[src/rtl/fpscam_pkg.sv]
// Shared types, constants and tables for the first-person camera view-matrix block.
// Used by fpscam_ctrl, fpscam_dp and the top level; depends on nothing else.
package fpscam_pkg;

    localparam int ANGLE_BITS_DEF  = 16;
    localparam int VECTOR_BITS_DEF = 16;

    localparam int    CORDIC_STEPS        = 28;
    localparam longint CORDIC_GAIN_Q30    = 652032874;
    localparam longint MARGIN_PER_TURN_Q32 = 6835653;

    // Item kinds.
    localparam logic [1:0] KIND_FWD    = 2'd0;
    localparam logic [1:0] KIND_RIGHT  = 2'd1;
    localparam logic [1:0] KIND_ROTATE = 2'd2;

    // Configuration register indexes.
    localparam logic [0:0] CFG_SPEED = 1'b0;
    localparam logic [0:0] CFG_SENS  = 1'b1;

    typedef enum logic [3:0] {
        OP_NONE,
        OP_LOAD,
        OP_SCALE,
        OP_MAKE_T,
        OP_MUL_LO,
        OP_MUL_HI,
        OP_POS_ADD,
        OP_ROT_MUL,
        OP_ROT_YAW,
        OP_ROT_PITCH,
        OP_CO_INIT,
        OP_CO_STEP,
        OP_CO_DONE,
        OP_VMUL,
        OP_BASIS_WR,
        OP_DOT_MUL
    } dp_op_t;

    // Sequencer states; the dot-product accumulate and write-back are flags in dp_cmd_t, not ops.
    typedef enum logic [4:0] {
        ST_IDLE,
        ST_DISPATCH,
        ST_SCALE,
        ST_MAKE_T,
        ST_MV_LO,
        ST_MV_HI,
        ST_MV_ADD,
        ST_ROT_MUL,
        ST_ROT_YAW,
        ST_ROT_PITCH,
        ST_CO_INIT,
        ST_CO_STEP,
        ST_CO_DONE,
        ST_VM_MUL,
        ST_VM_WR,
        ST_DOT_MUL,
        ST_DOT_ACC,
        ST_DOT_WR,
        ST_EMIT
    } ctl_state_t;

    typedef struct packed {
        dp_op_t     op;
        logic       acc;     // accumulate the last product into the dot sum
        logic       dot_wr;  // write back the finished dot product
        logic [4:0] idx;
    } dp_cmd_t;

    typedef struct packed {
        logic [1:0] kind;
    } dp_status_t;

    // CORDIC arctangent table in 32-bit turn units.
    function automatic logic signed [31:0] atan_turn(input logic [4:0] i);
        logic signed [31:0] r;
        r = '0;
        unique case (i)
            5'd0:  r = 32'sd536870912;
            5'd1:  r = 32'sd316933406;
            5'd2:  r = 32'sd167458907;
            5'd3:  r = 32'sd85004756;
            5'd4:  r = 32'sd42667331;
            5'd5:  r = 32'sd21354465;
            5'd6:  r = 32'sd10679838;
            5'd7:  r = 32'sd5340245;
            5'd8:  r = 32'sd2670163;
            5'd9:  r = 32'sd1335087;
            5'd10: r = 32'sd667544;
            5'd11: r = 32'sd333772;
            5'd12: r = 32'sd166886;
            5'd13: r = 32'sd83443;
            5'd14: r = 32'sd41722;
            5'd15: r = 32'sd20861;
            5'd16: r = 32'sd10430;
            5'd17: r = 32'sd5215;
            5'd18: r = 32'sd2608;
            5'd19: r = 32'sd1304;
            5'd20: r = 32'sd652;
            5'd21: r = 32'sd326;
            5'd22: r = 32'sd163;
            5'd23: r = 32'sd81;
            5'd24: r = 32'sd41;
            5'd25: r = 32'sd20;
            5'd26: r = 32'sd10;
            5'd27: r = 32'sd5;
            default: r = '0;
        endcase
        return r;
    endfunction

endpackage

[src/rtl/fpscam_ctrl.sv]
// Camera-block sequencer: each item runs a move, or a rotation and basis rebuild
// (other kinds: neither), then dot products and column output. Depends on fpscam_pkg.
module fpscam_ctrl import fpscam_pkg::*; (
    input  logic       aclk,
    input  logic       aresetn,
    input  logic       s_valid,
    output logic       s_ready,
    output logic       m_valid,
    input  logic       m_ready,
    output logic [1:0] m_column_index,
    output logic       m_last_column,
    output dp_cmd_t    cmd,
    input  dp_status_t status
);

    ctl_state_t state_reg, state_next;
    logic [4:0] cnt_reg, cnt_next;
    logic [1:0] sel_reg, sel_next;
    logic       item_reg, item_next;

    // After reset the basis is built from the reset angles before the first item.
    always_ff @(posedge aclk) begin
        if (!aresetn) begin
            state_reg <= ST_CO_INIT;
            cnt_reg   <= '0;
            sel_reg   <= '0;
            item_reg  <= 1'b0;
        end else begin
            state_reg <= state_next;
            cnt_reg   <= cnt_next;
            sel_reg   <= sel_next;
            item_reg  <= item_next;
        end
    end

    always_comb begin
        state_next     = state_reg;
        cnt_next       = cnt_reg;
        sel_next       = sel_reg;
        item_next      = item_reg;
        cmd            = '{op: OP_NONE, acc: 1'b0, dot_wr: 1'b0, idx: 5'd0};
        s_ready        = 1'b0;
        m_valid        = 1'b0;
        m_column_index = cnt_reg[1:0];
        m_last_column  = 1'b0;
        unique case (state_reg)
            ST_IDLE: begin
                s_ready = 1'b1;
                if (s_valid) begin
                    cmd.op     = OP_LOAD;
                    item_next  = 1'b1;
                    state_next = ST_DISPATCH;
                end
            end
            ST_DISPATCH: begin
                sel_next = '0;
                cnt_next = '0;
                priority case (status.kind)
                    KIND_FWD, KIND_RIGHT: state_next = ST_SCALE;
                    KIND_ROTATE:          state_next = ST_ROT_MUL;
                    default:              state_next = ST_DOT_MUL;
                endcase
            end
            ST_SCALE: begin
                cmd.op     = OP_SCALE;
                state_next = ST_MAKE_T;
            end
            ST_MAKE_T: begin
                cmd.op     = OP_MAKE_T;
                sel_next   = '0;
                state_next = ST_MV_LO;
            end
            ST_MV_LO: begin
                cmd.op     = OP_MUL_LO;
                cmd.idx    = {3'd0, sel_reg};
                state_next = ST_MV_HI;
            end
            ST_MV_HI: begin
                cmd.op     = OP_MUL_HI;
                cmd.idx    = {3'd0, sel_reg};
                state_next = ST_MV_ADD;
            end
            ST_MV_ADD: begin
                cmd.op  = OP_POS_ADD;
                cmd.idx = {3'd0, sel_reg};
                if (sel_reg == 2'd2) begin
                    sel_next   = '0;
                    cnt_next   = '0;
                    state_next = ST_DOT_MUL;
                end else begin
                    sel_next   = sel_reg + 2'd1;
                    state_next = ST_MV_LO;
                end
            end
            ST_ROT_MUL: begin
                cmd.op     = OP_ROT_MUL;
                state_next = ST_ROT_YAW;
            end
            ST_ROT_YAW: begin
                cmd.op     = OP_ROT_YAW;
                state_next = ST_ROT_PITCH;
            end
            ST_ROT_PITCH: begin
                cmd.op     = OP_ROT_PITCH;
                sel_next   = '0;
                state_next = ST_CO_INIT;
            end
            ST_CO_INIT: begin
                cmd.op     = OP_CO_INIT;
                cmd.idx    = {3'd0, sel_reg};
                cnt_next   = '0;
                state_next = ST_CO_STEP;
            end
            ST_CO_STEP: begin
                cmd.op  = OP_CO_STEP;
                cmd.idx = cnt_reg;
                if (cnt_reg == 5'(CORDIC_STEPS - 1)) begin
                    state_next = ST_CO_DONE;
                end else begin
                    cnt_next = cnt_reg + 5'd1;
                end
            end
            ST_CO_DONE: begin
                cmd.op  = OP_CO_DONE;
                cmd.idx = {3'd0, sel_reg};
                if (sel_reg == 2'd1) begin
                    sel_next   = '0;
                    state_next = ST_VM_MUL;
                end else begin
                    sel_next   = 2'd1;
                    state_next = ST_CO_INIT;
                end
            end
            ST_VM_MUL: begin
                cmd.op     = OP_VMUL;
                cmd.idx    = {3'd0, sel_reg};
                state_next = ST_VM_WR;
            end
            ST_VM_WR: begin
                cmd.op  = OP_BASIS_WR;
                cmd.idx = {3'd0, sel_reg};
                if (sel_reg == 2'd3) begin
                    sel_next   = '0;
                    cnt_next   = '0;
                    state_next = item_reg ? ST_DOT_MUL : ST_IDLE;
                end else begin
                    sel_next   = sel_reg + 2'd1;
                    state_next = ST_VM_MUL;
                end
            end
            ST_DOT_MUL: begin
                cmd.op     = OP_DOT_MUL;
                cmd.idx    = {1'b0, sel_reg, cnt_reg[1:0]};
                state_next = ST_DOT_ACC;
            end
            ST_DOT_ACC: begin
                cmd.acc = 1'b1;
                cmd.idx = {1'b0, sel_reg, cnt_reg[1:0]};
                if (cnt_reg[1:0] == 2'd2) begin
                    state_next = ST_DOT_WR;
                end else begin
                    cnt_next   = cnt_reg + 5'd1;
                    state_next = ST_DOT_MUL;
                end
            end
            ST_DOT_WR: begin
                cmd.dot_wr = 1'b1;
                cmd.idx    = {1'b0, sel_reg, 2'd0};
                cnt_next   = '0;
                if (sel_reg == 2'd2) begin
                    state_next = ST_EMIT;
                end else begin
                    sel_next   = sel_reg + 2'd1;
                    state_next = ST_DOT_MUL;
                end
            end
            ST_EMIT: begin
                m_valid       = 1'b1;
                cmd.idx       = {3'd0, cnt_reg[1:0]};
                m_last_column = (cnt_reg[1:0] == 2'd3);
                if (m_ready) begin
                    if (cnt_reg[1:0] == 2'd3) begin
                        item_next  = 1'b0;
                        cnt_next   = '0;
                        state_next = ST_IDLE;
                    end else begin
                        cnt_next = cnt_reg + 5'd1;
                    end
                end
            end
            default: state_next = ST_IDLE;
        endcase
    end

endmodule

[src/rtl/fpscam_dp.sv]
// Datapath of the camera block: state registers, shared multiplier, CORDIC rotator,
// dot-product accumulator and column output mux. Depends on fpscam_pkg.
module fpscam_dp import fpscam_pkg::*; #(
    parameter int ANGLE_BITS  = ANGLE_BITS_DEF,
    parameter int VECTOR_BITS = VECTOR_BITS_DEF
) (
    input  logic               aclk,
    input  logic               aresetn,
    input  dp_cmd_t            cmd,
    output dp_status_t         status,
    input  logic               cfg_valid,
    output logic               cfg_ready,
    input  logic [0:0]         cfg_index,
    input  logic [15:0]        cfg_data,
    input  logic [1:0]         s_kind,
    input  logic signed [31:0] s_amount_a,
    input  logic signed [31:0] s_amount_b,
    output logic signed [31:0] m_elem_x,
    output logic signed [31:0] m_elem_y,
    output logic signed [31:0] m_elem_z,
    output logic signed [31:0] m_elem_w
);

    localparam int AB  = ANGLE_BITS;
    localparam int VB  = VECTOR_BITS;
    localparam int VF  = VB - 2;
    localparam int MB  = (VB > 17) ? VB : 17;
    localparam int PW  = 32 + MB;
    localparam int XW  = PW + 21;
    localparam int CW  = 34;
    localparam int SHC = 30 - VF;
    localparam int SHL = (VF <= 16) ? 16 - VF : 0;
    localparam int SHR = (VF > 16) ? VF - 16 : 0;

    localparam longint MARGIN = ((longint'(1) << AB) * MARGIN_PER_TURN_Q32
                                 + (longint'(1) << 31)) >>> 32;
    localparam longint LIM    = (longint'(1) << (AB - 2)) - MARGIN;

    localparam logic signed [PW-1:0] P_RND8  = PW'(128);
    localparam logic signed [PW-1:0] P_LIM   = PW'(LIM);
    localparam logic signed [PW-1:0] P_NLIM  = PW'(-LIM);
    localparam logic signed [XW-1:0] X_RNDF  = XW'(longint'(1) << (VF - 1));
    localparam logic signed [XW-1:0] X_ONE   = XW'(longint'(1) << VF);
    localparam logic signed [XW-1:0] X_NONE  = XW'(-(longint'(1) << VF));
    localparam logic signed [XW-1:0] X_MAX32 = XW'(longint'(32'h7FFF_FFFF));
    localparam logic signed [XW-1:0] X_MIN32 = XW'(-(longint'(1) << 31));
    localparam logic signed [CW-1:0] C_HALF  = CW'(longint'(1) << (SHC - 1));
    localparam logic signed [CW-1:0] C_GAIN  = CW'(CORDIC_GAIN_Q30);
    localparam logic signed [31:0]   Q_RND   = (SHR > 0) ? 32'(longint'(1) << (SHR - 1))
                                                         : 32'sd0;
    localparam logic signed [31:0]   W_ONE   = 32'sd65536;

    function automatic logic signed [VB-1:0] clamp_v(input logic signed [XW-1:0] v);
        logic signed [XW-1:0] r;
        r = v;
        if (v > X_ONE) r = X_ONE;
        if (v < X_NONE) r = X_NONE;
        return VB'(r);
    endfunction

    function automatic logic signed [31:0] sat32(input logic signed [XW-1:0] v);
        logic signed [XW-1:0] r;
        r = v;
        if (v > X_MAX32) r = X_MAX32;
        if (v < X_MIN32) r = X_MIN32;
        return 32'(r);
    endfunction

    function automatic logic signed [31:0] q16(input logic signed [VB:0] v);
        logic signed [31:0] w;
        w = 32'(v);
        return ((w <<< SHL) + Q_RND) >>> SHR;
    endfunction

    logic [15:0]          speed_reg, sens_reg;
    logic [1:0]           kind_reg;
    logic signed [31:0]   amt_a_reg, amt_b_reg;
    logic signed [PW-1:0] prod_reg, aux_reg;
    logic signed [39:0]   t_reg;
    logic [AB-1:0]        yaw_reg;
    logic signed [AB-1:0] pitch_reg;
    logic signed [31:0]   pos_reg [3];
    logic signed [VB-1:0] basis_reg [9];  // front 0..2, right 3..5, up 6..8
    logic signed [VB-1:0] trig_reg [4];   // cos yaw, sin yaw, cos pitch, sin pitch
    logic signed [CW-1:0] cx_reg, cy_reg;
    logic signed [31:0]   cz_reg;
    logic [1:0]           cq_reg;
    logic signed [XW-1:0] acc_reg;
    logic signed [31:0]   dot_reg [3];

    logic [1:0]           k, didx, vec;
    logic [3:0]           bidx;
    logic signed [VB-1:0] vel;
    logic signed [31:0]   pel;
    logic signed [31:0]   mul_a;
    logic signed [MB-1:0] mul_b;
    logic signed [PW-1:0] mul_p, rnd8, psum, pclamp;
    logic signed [XW-1:0] full, pos_sum, dot_r;
    logic [31:0]          co_u;
    logic [AB-1:0]        co_ang;
    logic signed [CW-1:0] co_dx, co_dy, co_c, co_s;
    logic signed [31:0]   co_at;
    logic signed [VB-1:0] vm, co_cv, co_sv;

    assign status.kind = kind_reg;
    assign cfg_ready   = 1'b1;

    assign k    = cmd.idx[1:0];
    assign didx = cmd.idx[3:2];

    // Front or right for moves; right, up, front for the three dot products.
    always_comb begin
        if (cmd.op == OP_DOT_MUL) begin
            unique case (didx)
                2'd0:    vec = 2'd1;
                2'd1:    vec = 2'd2;
                default: vec = 2'd0;
            endcase
        end else begin
            vec = (kind_reg == KIND_RIGHT) ? 2'd1 : 2'd0;
        end
    end

    assign bidx = {2'b00, vec} * 4'd3 + {2'b00, k};
    assign vel  = basis_reg[bidx];
    assign pel  = pos_reg[k];

    always_comb begin
        mul_a = '0;
        mul_b = '0;
        unique case (cmd.op)
            OP_SCALE: begin
                mul_a = amt_a_reg;
                mul_b = MB'($signed({1'b0, speed_reg}));
            end
            OP_ROT_MUL: begin
                mul_a = amt_a_reg;
                mul_b = MB'($signed({1'b0, sens_reg}));
            end
            OP_ROT_YAW: begin
                mul_a = amt_b_reg;
                mul_b = MB'($signed({1'b0, sens_reg}));
            end
            OP_MUL_LO: begin
                mul_a = 32'($signed({1'b0, t_reg[19:0]}));
                mul_b = MB'(vel);
            end
            OP_MUL_HI: begin
                mul_a = 32'($signed(t_reg[39:20]));
                mul_b = MB'(vel);
            end
            OP_VMUL: begin
                mul_a = 32'(trig_reg[{1'b0, cmd.idx[0]}]);
                mul_b = MB'(trig_reg[{1'b1, cmd.idx[1]}]);
            end
            OP_DOT_MUL: begin
                mul_a = pel;
                mul_b = MB'(vel);
            end
            default: begin
                mul_a = '0;
                mul_b = '0;
            end
        endcase
    end

    assign mul_p = mul_a * mul_b;
    assign rnd8  = (prod_reg + P_RND8) >>> 8;

    // Pitch update with clamping just inside the quarter turn.
    always_comb begin
        psum   = PW'(pitch_reg) + rnd8;
        pclamp = psum;
        if (psum > P_LIM) pclamp = P_LIM;
        if (psum < P_NLIM) pclamp = P_NLIM;
    end

    // Position update: the 40-bit scaled delta was multiplied in two halves.
    assign full    = (XW'(prod_reg) <<< 20) + XW'(aux_reg);
    assign pos_sum = ((full + X_RNDF) >>> VF) + XW'(pel);
    assign dot_r   = (acc_reg + X_RNDF) >>> VF;
    assign vm      = clamp_v((XW'(prod_reg) + X_RNDF) >>> VF);

    // CORDIC rotator on 32-bit turn units; the quadrant is folded back at the end.
    assign co_ang = cmd.idx[0] ? $unsigned(pitch_reg) : yaw_reg;
    assign co_u   = {co_ang, {(32 - AB){1'b0}}};
    assign co_dx  = cy_reg >>> cmd.idx;
    assign co_dy  = cx_reg >>> cmd.idx;
    assign co_at  = atan_turn(cmd.idx);

    always_comb begin
        unique case (cq_reg)
            2'd0: begin co_c = cx_reg;  co_s = cy_reg;  end
            2'd1: begin co_c = -cy_reg; co_s = cx_reg;  end
            2'd2: begin co_c = -cx_reg; co_s = -cy_reg; end
            default: begin co_c = cy_reg; co_s = -cx_reg; end
        endcase
    end

    assign co_cv = clamp_v(XW'((co_c + C_HALF) >>> SHC));
    assign co_sv = clamp_v(XW'((co_s + C_HALF) >>> SHC));

    always_ff @(posedge aclk) begin
        if (!aresetn) begin
            speed_reg  <= 16'd256;
            sens_reg   <= 16'd256;
            yaw_reg    <= AB'(3) <<< (AB - 2);
            pitch_reg  <= '0;
            pos_reg[0] <= '0;
            pos_reg[1] <= '0;
            pos_reg[2] <= 32'sd196608;
        end else begin
            if (cfg_valid) begin
                unique case (cfg_index)
                    CFG_SPEED: speed_reg <= cfg_data;
                    default:   sens_reg  <= cfg_data;
                endcase
            end
            if (cmd.op == OP_ROT_YAW) begin
                yaw_reg <= yaw_reg + rnd8[AB-1:0];
            end
            if (cmd.op == OP_ROT_PITCH) begin
                pitch_reg <= AB'(pclamp);
            end
            if (cmd.op == OP_POS_ADD) begin
                pos_reg[k] <= sat32(pos_sum);
            end
        end
    end

    always_ff @(posedge aclk) begin
        prod_reg <= mul_p;
        if (cmd.op == OP_LOAD) begin
            kind_reg  <= s_kind;
            amt_a_reg <= s_amount_a;
            amt_b_reg <= s_amount_b;
        end
        if (cmd.op == OP_MAKE_T) begin
            t_reg <= 40'(rnd8);
        end
        if (cmd.op == OP_MUL_HI) begin
            aux_reg <= prod_reg;
        end
        if (cmd.op == OP_CO_INIT) begin
            cq_reg <= co_u[31:30];
            cz_reg <= $signed({2'b00, co_u[29:0]});
            cx_reg <= C_GAIN;
            cy_reg <= '0;
        end
        if (cmd.op == OP_CO_STEP) begin
            if (!cz_reg[31]) begin
                cx_reg <= cx_reg - co_dx;
                cy_reg <= cy_reg + co_dy;
                cz_reg <= cz_reg - co_at;
            end else begin
                cx_reg <= cx_reg + co_dx;
                cy_reg <= cy_reg - co_dy;
                cz_reg <= cz_reg + co_at;
            end
        end
        if (cmd.op == OP_CO_DONE) begin
            trig_reg[{cmd.idx[0], 1'b0}] <= co_cv;
            trig_reg[{cmd.idx[0], 1'b1}] <= co_sv;
        end
        if (cmd.op == OP_BASIS_WR) begin
            unique case (k)
                2'd0: begin
                    basis_reg[0] <= vm;
                    basis_reg[1] <= trig_reg[3];
                    basis_reg[3] <= -trig_reg[1];
                    basis_reg[4] <= '0;
                    basis_reg[5] <= trig_reg[0];
                    basis_reg[7] <= trig_reg[2];
                end
                2'd1:    basis_reg[2] <= vm;
                2'd2:    basis_reg[6] <= -vm;
                default: basis_reg[8] <= -vm;
            endcase
        end
        if (cmd.acc) begin
            acc_reg <= ((k == 2'd0) ? '0 : acc_reg) + XW'(prod_reg);
        end
        if (cmd.dot_wr) begin
            dot_reg[didx] <= sat32((didx == 2'd2) ? dot_r : -dot_r);
        end
    end

    // Column mux; the column number is held by the sequencer while a result waits.
    always_comb begin
        unique case (k)
            2'd0: begin
                m_elem_x = q16((VB+1)'(basis_reg[3]));
                m_elem_y = q16((VB+1)'(basis_reg[6]));
                m_elem_z = q16(-((VB+1)'(basis_reg[0])));
                m_elem_w = '0;
            end
            2'd1: begin
                m_elem_x = q16((VB+1)'(basis_reg[4]));
                m_elem_y = q16((VB+1)'(basis_reg[7]));
                m_elem_z = q16(-((VB+1)'(basis_reg[1])));
                m_elem_w = '0;
            end
            2'd2: begin
                m_elem_x = q16((VB+1)'(basis_reg[5]));
                m_elem_y = q16((VB+1)'(basis_reg[8]));
                m_elem_z = q16(-((VB+1)'(basis_reg[2])));
                m_elem_w = '0;
            end
            default: begin
                m_elem_x = dot_reg[0];
                m_elem_y = dot_reg[1];
                m_elem_z = dot_reg[2];
                m_elem_w = W_ONE;
            end
        endcase
    end

endmodule

[src/rtl/fps_camera_view_matrix_update_top.sv]
// Top level of the first-person camera view-matrix block.
// Instantiates fpscam_ctrl and fpscam_dp; depends on fpscam_pkg.

// The block keeps a camera position, yaw and pitch, and answers every accepted item
// with the four columns of the look-at view matrix, one transfer per column, column 3
// flagged as last. It works on one item at a time: a rotation runs two 28-step passes
// through the single CORDIC rotator and rebuilds the basis, a move does not; the three
// dot products of column 3 share one multiplier. After reset the block builds the basis
// from the reset angles before it takes the first item; configuration writes are taken
// at any time.
module fps_camera_view_matrix_update_top import fpscam_pkg::*; #(
    parameter int ANGLE_BITS  = ANGLE_BITS_DEF,
    parameter int VECTOR_BITS = VECTOR_BITS_DEF
) (
    input  logic               aclk,
    input  logic               aresetn,
    input  logic               cfg_valid,
    output logic               cfg_ready,
    input  logic [0:0]         cfg_index,
    input  logic [15:0]        cfg_data,
    input  logic               s_valid,
    output logic               s_ready,
    input  logic [1:0]         s_kind,
    input  logic signed [31:0] s_amount_a,
    input  logic signed [31:0] s_amount_b,
    output logic               m_valid,
    input  logic               m_ready,
    output logic [1:0]         m_column_index,
    output logic signed [31:0] m_elem_x,
    output logic signed [31:0] m_elem_y,
    output logic signed [31:0] m_elem_z,
    output logic signed [31:0] m_elem_w,
    output logic               m_last_column
);

    dp_cmd_t    cmd;
    dp_status_t status;

    fpscam_ctrl u_ctrl (
        .aclk           (aclk),
        .aresetn        (aresetn),
        .s_valid        (s_valid),
        .s_ready        (s_ready),
        .m_valid        (m_valid),
        .m_ready        (m_ready),
        .m_column_index (m_column_index),
        .m_last_column  (m_last_column),
        .cmd            (cmd),
        .status         (status)
    );

    fpscam_dp #(
        .ANGLE_BITS  (ANGLE_BITS),
        .VECTOR_BITS (VECTOR_BITS)
    ) u_dp (
        .aclk       (aclk),
        .aresetn    (aresetn),
        .cmd        (cmd),
        .status     (status),
        .cfg_valid  (cfg_valid),
        .cfg_ready  (cfg_ready),
        .cfg_index  (cfg_index),
        .cfg_data   (cfg_data),
        .s_kind     (s_kind),
        .s_amount_a (s_amount_a),
        .s_amount_b (s_amount_b),
        .m_elem_x   (m_elem_x),
        .m_elem_y   (m_elem_y),
        .m_elem_z   (m_elem_z),
        .m_elem_w   (m_elem_w)
    );

endmodule
[config.mk]
export PLATFORM = sky130hd
export DESIGN_NAME = fps_camera_view_matrix_update_top
export DESIGN_NICKNAME = d
export VERILOG_FILES = /design/src/rtl/fpscam_pkg.sv /design/src/rtl/fpscam_ctrl.sv /design/src/rtl/fpscam_dp.sv /design/src/rtl/fps_camera_view_matrix_update_top.sv
export SDC_FILE = /design/constraint.sdc
export NUM_CORES = 2
export LEC_CHECK = 0
export ABC_AREA = 1
export BUFFER_PORTS_ARGS = -buffer_cell sky130_fd_sc_hd__buf_2
export CAP_MARGIN = 5
export CORE_ASPECT_RATIO = 0.6
export CORE_MARGIN = 2
export CORE_UTILIZATION = 40
export CTS_CLUSTER_DIAMETER = 30
export DETAILED_ROUTE_END_ITERATION = 16
export HOLD_SLACK_MARGIN = 0.06
export PLACE_DENSITY_LB_ADDON = 0.05
export SLEW_MARGIN = 15
export SYNTH_ARGS = -nofsm -noshare
export SYNTH_HDL_FRONTEND = slang
export SYNTH_SLANG_ARGS = --single-unit
[constraint.sdc]
create_clock -name aclk -period 13.9 [get_ports aclk]
set_input_delay 0.695 -clock aclk [delete_from_list [all_inputs] [get_ports aclk]]
set_output_delay 0.695 -clock aclk [all_outputs]
set_load 0.1 [all_outputs]
==> Word-level counts from Yosys, hierarchy flattened <==
Memories as Yosys holds them, arrays and structs flattened.
Cells that the tools add are included.
{ "word_totals": {"ff_bits": 453, "mem_bits_rw": 400, "mem_bits_ro": 960, "input_bits": 88, "out_inout_bits": 134, "n_memories": 5} }
{ "classes": {"n_addsub": 28, "multipliers": 2, "order_cmp": 12, "eq_ne": 56, "n_shift": 2, "n_mux": 106, "bitwise_logic": 1, "n_reduce_logical": 28} }
{ "mem_list": {"columns": ["name", "words", "width", "rd", "rd_clocked_by_memory_dff", "wr", "line_no", "text"], "rows": [
  ["(no name shown)", 32, 30, 1, 0, 0, "fpscam_pkg.sv:78", "unique case (i)"],
  ["u_dp.basis_reg", 9, 16, 10, 0, 6, "fpscam_dp.sv:83", "logic signed [VB-1:0] basis_reg [9];"],
  ["u_dp.dot_reg", 3, 32, 3, 0, 1, "fpscam_dp.sv:89", "logic signed [31:0] dot_reg [3];"],
  ["u_dp.pos_reg", 3, 32, 1, 0, 3, "fpscam_dp.sv:82", "logic signed [31:0] pos_reg [3];"],
  ["u_dp.trig_reg", 4, 16, 6, 0, 2, "fpscam_dp.sv:84", "logic signed [VB-1:0] trig_reg [4];"]
]} }
{ "ops": {"columns": ["op", "n"], "rows": [
  ["2-to-1 mux 32 bit", 11],
  ["case mux 32 bit (3 select lines)", 3],
  ["2-to-1 mux 34 bit", 6],
  ["case mux 34 bit (3 select lines)", 2],
  ["2-to-1 mux 16 bit", 12],
  ["case mux 32 bit (6 select lines)", 1],
  ["adder 70 x 15 -> 70 bit (second input constant)", 2],
  ["2-to-1 mux 70 bit", 2],
  ["case mux 5 bit (19 select lines)", 1],
  ["adder 34 x 17 -> 35 bit (second input constant)", 2],
  ["adder 69 x 49 -> 70 bit", 1],
  ["adder 70 bit", 1],
  ["> comparator 70 x 32 -> 1 bit (second input constant)", 1],
  ["less-than comparator 70 x 32 -> 1 bit (second input constant)", 1],
  ["negation 56 -> 70 bit", 1],
  ["adder 34 bit", 2],
  ["negation 34 bit", 2],
  ["case mux 17 bit (4 select lines)", 1],
  [">>> shifter 34 x 5 -> 34 bit", 2],
  ["subtractor 34 bit", 2],
  ["2-to-1 mux 5 bit", 13],
  ["case mux 4 bit (15 select lines)", 1],
  ["adder 56 x 32 -> 57 bit", 1],
  ["> comparator 57 x 32 -> 1 bit (second input constant)", 1],
  ["58 further kinds", 163]
]} }

==> Depth between registers and ports, before layout <==
{ "logic_depth": {"word_depth": 11, "mapped_depth": 55, "mapped_depth_nobuf": 48} }

==> Cells and area by module <==
Synthesis repeated with hierarchy kept, for this count alone.
{ "hier_totals": {"hier_cells": 12454, "hier_area_um2": 89489.6} }
{ "by_module_without_submodules": {"columns": ["module", "n_inst", "cells_per_inst", "area_per_inst_um2", "seq_area_each_um2"], "rows": [
  ["fpscam_dp", 1, 12218, 88112.0, 24183.2],
  ["fpscam_ctrl", 1, 236, 1377.6, 260.2]
]} }

==> Worst setup path after synthesis <==
OpenSTA, ideal clock, no wires.
{ "synth_path": {"path_kind": "reg-to-reg", "start": "register u_ctrl.state_reg[1]", "end": "register u_dp.prod_reg[44]", "setup_time_ps": 119, "t_arrival_ps": 10270, "required_ps": 13781, "path_slack_ps": 3511, "stages_incl_launch_ff": 52, "n_path_buf": 10, "synth_period_minus_slack_ps": 10389, "path_cell_list": "dfxtp_1 > nand2_2 > nor2_4 > nand2_4 > nand2_2 > inv_2 > nand2_2 > nand2_2 > nand2_2 > buf_6 > buf_12 > buf_8 > buf_4 > buf_2 > buf_2 > buf_1 > ha_1 > ha_1 > [... 16 more ...] > fa_1 > fa_1 > inv_1 > fa_1 > inv_1 > ha_1 > nand2_1 > o21ai_0 > inv_1 > nand2_1 > a21oi_1 > o21ai_0 > a21oi_1 > o21ai_0 > a21oi_1 > o21ai_0 > a21oi_1 > xnor2_1"} }
{ "synth_between": {"elab_chain_cells": 11, "word_cells_on_any_way": 44, "classes_between": "add/sub: 1; mul: 2; eq/ne: 25; mux: 6; reduce/logical: 7; memory: 3"} }
{ "synth_rtl": {"columns": ["item", "line_no", "text"], "rows": [
  ["start, declared", "fpscam_ctrl.sv:16", "ctl_state_t state_reg, state_next;"],
  ["start signal, assigned", "fpscam_ctrl.sv:29", "state_reg <= state_next;"],
  ["== test 5 x 3 -> 1 bit (tied with other cells)", "fpscam_ctrl.sv:46", "unique case (state_reg)"],
  ["OR reduction 7 bit (no line) or OR reduction 2 bit (tied branches)", null, null],
  ["case mux 5 bit (5 select lines)", "fpscam_ctrl.sv:46", null],
  ["== test 2 x 1 -> 1 bit or zero test 2 bit (tied branches)", "fpscam_dp.sv:114", "unique case (didx)"],
  ["case mux 2 bit (2 select lines)", "fpscam_dp.sv:114", null],
  ["2-to-1 mux 2 bit", "fpscam_dp.sv:113", "if (cmd.op == OP_DOT_MUL) begin"],
  ["multiplier 2 x 2 -> 4 bit", "fpscam_dp.sv:124", "assign bidx = {2'b00, vec} * 4'd3 + {2'b00, k};"],
  ["adder 4 x 2 -> 4 bit", "fpscam_dp.sv:124", null],
  ["memory (9 x 16 bit)", null, null],
  ["case mux 17 bit (4 select lines)", "fpscam_dp.sv:131", "unique case (cmd.op)"],
  ["multiplier 32 x 17 -> 49 bit *", "fpscam_dp.sv:167", "assign mul_p = mul_a * mul_b;"],
  ["net u_dp.mul_p[44]", "fpscam_dp.sv:97", "logic signed [PW-1:0] mul_p, rnd8, psum, pclamp;"],
  ["end signal, assigned", "fpscam_dp.sv:232", "prod_reg <= mul_p;"],
  ["end, declared", "fpscam_dp.sv:78", "logic signed [PW-1:0] prod_reg, aux_reg;"]
]} }
Mark *: on every way through the listed nets, which the timed path passes. The rest lies on a longest branch.
A chain may end at the register's enable or synchronous reset.

==> Final worst setup path <==
{ "layout_path": {"start": "register u_ctrl.state_reg[4]", "end": "register u_dp.prod_reg[45]"} }
Same word-level chain as after synthesis.

==> flow_metrics.tcl <==
set metrics [dict create \
    status "finished, final reports clean" \
    cts_buffers 187 \
    die_w_um 618 \
    ff_latch_area_um2 24400 \
    final_util_pct 45.3 \
    hold_ws_ns 0.122 \
    synth_top_cell_area_share_pct 24.2 \
    drc 0 \
    instances_no_fill 16200 \
    synth_top_flop_cell "edfxtp_1" \
    num_vias 92000 \
    io_buffers 189 \
    rsz0062_at_grt "no" \
    ant_nets 0 \
    synth_cell_types 81 \
    ys_seq_area_share_pct 27.0 \
    syn2layout_area_growth_pct 12.8 \
    hp-class "primary input to register" \
    worst_setup_path_end_kind "register" \
    min_period_ns 12.68 \
    setup_viol 0 \
    cts.sinks 856 \
    grt_pass1_vias 83600 \
    postCtsResizedCells 0 \
    synth_seq_cells 856 \
    nFillCells 23400 \
    via_per_inst 5.69 \
    crit_buf_inv 9 \
    worstMarginPinSlew_ns 1.26 \
    slowest_delay_ns 0.80 \
    critPathMaxFanout 25 \
    grt_pass1_wl_um 607000 \
    dr.pass1.iters 9 \
    drive_gt1_share_pct 7.26 \
    rr_worst_depth 42 \
    grt_use_total_pct 36.5 \
    r2r_setup_slack_ns 1.22 \
    crit_family "adder cells" \
    clock_tree.buffer_depth 4 \
    insertion_delay_ns 0.88 \
    finalHoldViolCount 0 \
    start_util_pct 40.2 \
    min_to "u_dp.amt_a_reg[8]$_DFFE_PN_" \
    antenna_found_initial 23 \
    grt_overflow 0 \
    crit_slowest_cell "nor3_4" \
    synth_largest_area_cell "edfxtp_1" \
    power.leakage_nw 47.2 \
    synth.area.top_cells "edfxtp_1 24%, nand2_1 13%, fa_1 12%" \
    ir_worst_vdd_mv 0.295 \
    p_per_area_nw_per_um2 273 \
    start_kind "register" \
    clk_pin_slew_worst_paths_ns 0.05 \
    core_area_um2 225000 \
    slew-limit-headroom_pct 15.3 \
    synth-warning-count 0 \
    r2r-end "u_dp.prod_reg[45]$_DFF_P_" \
    dp_hpwl_um 351000 \
    die-area_um2 230000 \
    grt_max_degree 105 \
    synth_area_um2 90500 \
    synth_edf_count 730 \
    routed_wl_um 429000 \
    fin_crit_sh_pct 91.2 \
    cts_tree "built" \
    std_cell_rows 135 \
    drv_cap 0 \
    arrival_ns 13.42 \
    htreeDepth 4 \
    synth_area_per_cell_um2 7.11 \
    syn_inst 12700 \
    setup-tns-final_ns 0 \
    dp.cells 15800 \
    fin_skew_ns 0.0859 \
    hp-start "s_amount_a[8]" \
    multi_input_area_um2 57700 \
    path_class "register to register" \
    drv_slew 0 \
    fmax_mhz 78.9 \
    drt_iter0_markers 13000 \
    holdPathStages 1 \
    cp.required_ns 14.64 \
    top_level_ports 222 \
    die_y_um 372 \
    routedWlPerCell_um 26.5 \
    worstReg2RegStart "u_ctrl.state_reg[4]$_SDFFE_PN0P_" \
    crit_path_frequent_cell "fa_1" \
    clockRootBuffer "clkbuf_16" \
    final_nets 14100 \
    gp_congestion 1.05 \
    synth-async-reset-ratio_pct 0 \
]
[worst max path at each step]
stage	from	to	slack, ns	cells after the start
after floorplan	u_ctrl.state_reg[1]$_SDFFE_PN1P_	u_dp.prod_reg[44]$_DFF_P_	3.51	51
final	u_ctrl.state_reg[4]$_SDFFE_PN0P_	u_dp.prod_reg[45]$_DFF_P_	1.22	42
after global placement	u_ctrl.state_reg[4]$_SDFFE_PN0P_	u_dp.prod_reg[42]$_DFF_P_	1.31	36
after CTS	u_ctrl.state_reg[4]$_SDFFE_PN0P_	u_dp.prod_reg[42]$_DFF_P_	1.24	36
after detailed placement	u_ctrl.state_reg[4]$_SDFFE_PN0P_	u_dp.prod_reg[42]$_DFF_P_	1.25	36
after global routing	u_ctrl.state_reg[4]$_SDFFE_PN0P_	u_dp.prod_reg[45]$_DFF_P_	0.73	42
[cell usage in the layout, fill, tap and decap left out, types with 24 or more instances in the layout]
cell type      count
nand2_1         3106
nor2_1          1851
inv_1           1811
a21oi_1          762
edfxtp_1         730
nand3_1          697
o21ai_0          657
fa_1             530
ha_1             467
xor2_1           302
buf_2            189
clkbuf_16        188
buf_4            164
xnor2_1          151
nand4_1          127
dfxtp_1          126
a31oi_1          106
nor3_1            98
o211ai_1          59
dlygate4sd3_1     59
inv_2             53
o21ai_1           51
nor2_2            49
nor4_1            47
o21a_1            42
a22oi_1           40
nand2_2           35
a21o_1            34
a21boi_0          34
conb_1            32
nand3b_1          31
a21oi_2           31
o21bai_1          30
o22ai_1           27
a221oi_1          27
clkinv_1          26
nor2_4            24
[stage by stage]
step / cell area [um^2] / setup WS, ns / power (mW)
after detailed placement: 95200 / 1.25 / 22.5
after global placement: 95200 / 1.31 / 22.5
after CTS: 102000 / 1.24 / 27.1
after floorplan: 90600 / 3.51 / 16.2
final: 102000 / 1.22 / 27.8
after global routing: 102000 / 0.729 / 29.5
[power by group]
group,total [mW],leakage [nW],switching [mW],internal (mW)
clock network,4.51,3.04,1.69,2.82
logic,19.4,36.3,14.4,4.97
registers,3.94,7.86,0.490,3.45
[routing by layer]
layer | up-vias | part of all wire, % | track usage [%]
met4 | 12 | 1.9 | 6.77
li1 | 41900 | - | -
met2 | 5342 | 33 | 41.8
met3 | 457 | 15 | 15.3
met1 | 44300 | 50 | 59.7
met5 | - | 0.019 | 0
[area by class of cell]
class	instances	area share [%]
multi-input combinational	9647	56.5
sequential	856	23.9
inverter	1885	6.94
clock buffer	208	4.74
tap	3014	3.69
timing repair buffer	415	2.77
clock inverter	130	1.40
antenna	9	0.0221
[cells in the mapped netlist, drive strengths merged, types with 18 or more instances]
library cell,n
a21oi,793
o21a,42
nor4,50
nand3b,32
o22ai,28
clkinv,18
a21boi,35
nor2,1925
xor2,310
o211ai,63
edfxtp,730
a221oi,27
a311oi,18
xnor2,153
a21o,34
fa,530
nand2,3146
o21ai,720
or2,23
o21bai,30
clkbuf,206
dfxtp,126
a31oi,107
ha,471
nand4,127
nor3,108
buf,167
nand3,704
a22oi,41
inv,1867
[cells by family after synthesis]
family,after synthesis,synth area share [%]
AOI/OAI and AO/OA,2013,12.7
xor gates and xnor gates,463,4.49
buffers and inverters,2258,9.80
DFF,856,27.0
and+or+nand+nor,6138,27.8
adders and majority gates,1001,18.2
other,2,0.00830
[what timing repair did]
| item | CTS | global route |
|---|---|---|
| hold endpoints to repair | 59 | 0 |
| hold buffers | 59 | 0 |
| buffers inserted | 0 | 0 |
No activity file was read; power rests on OpenSTA's default activity.
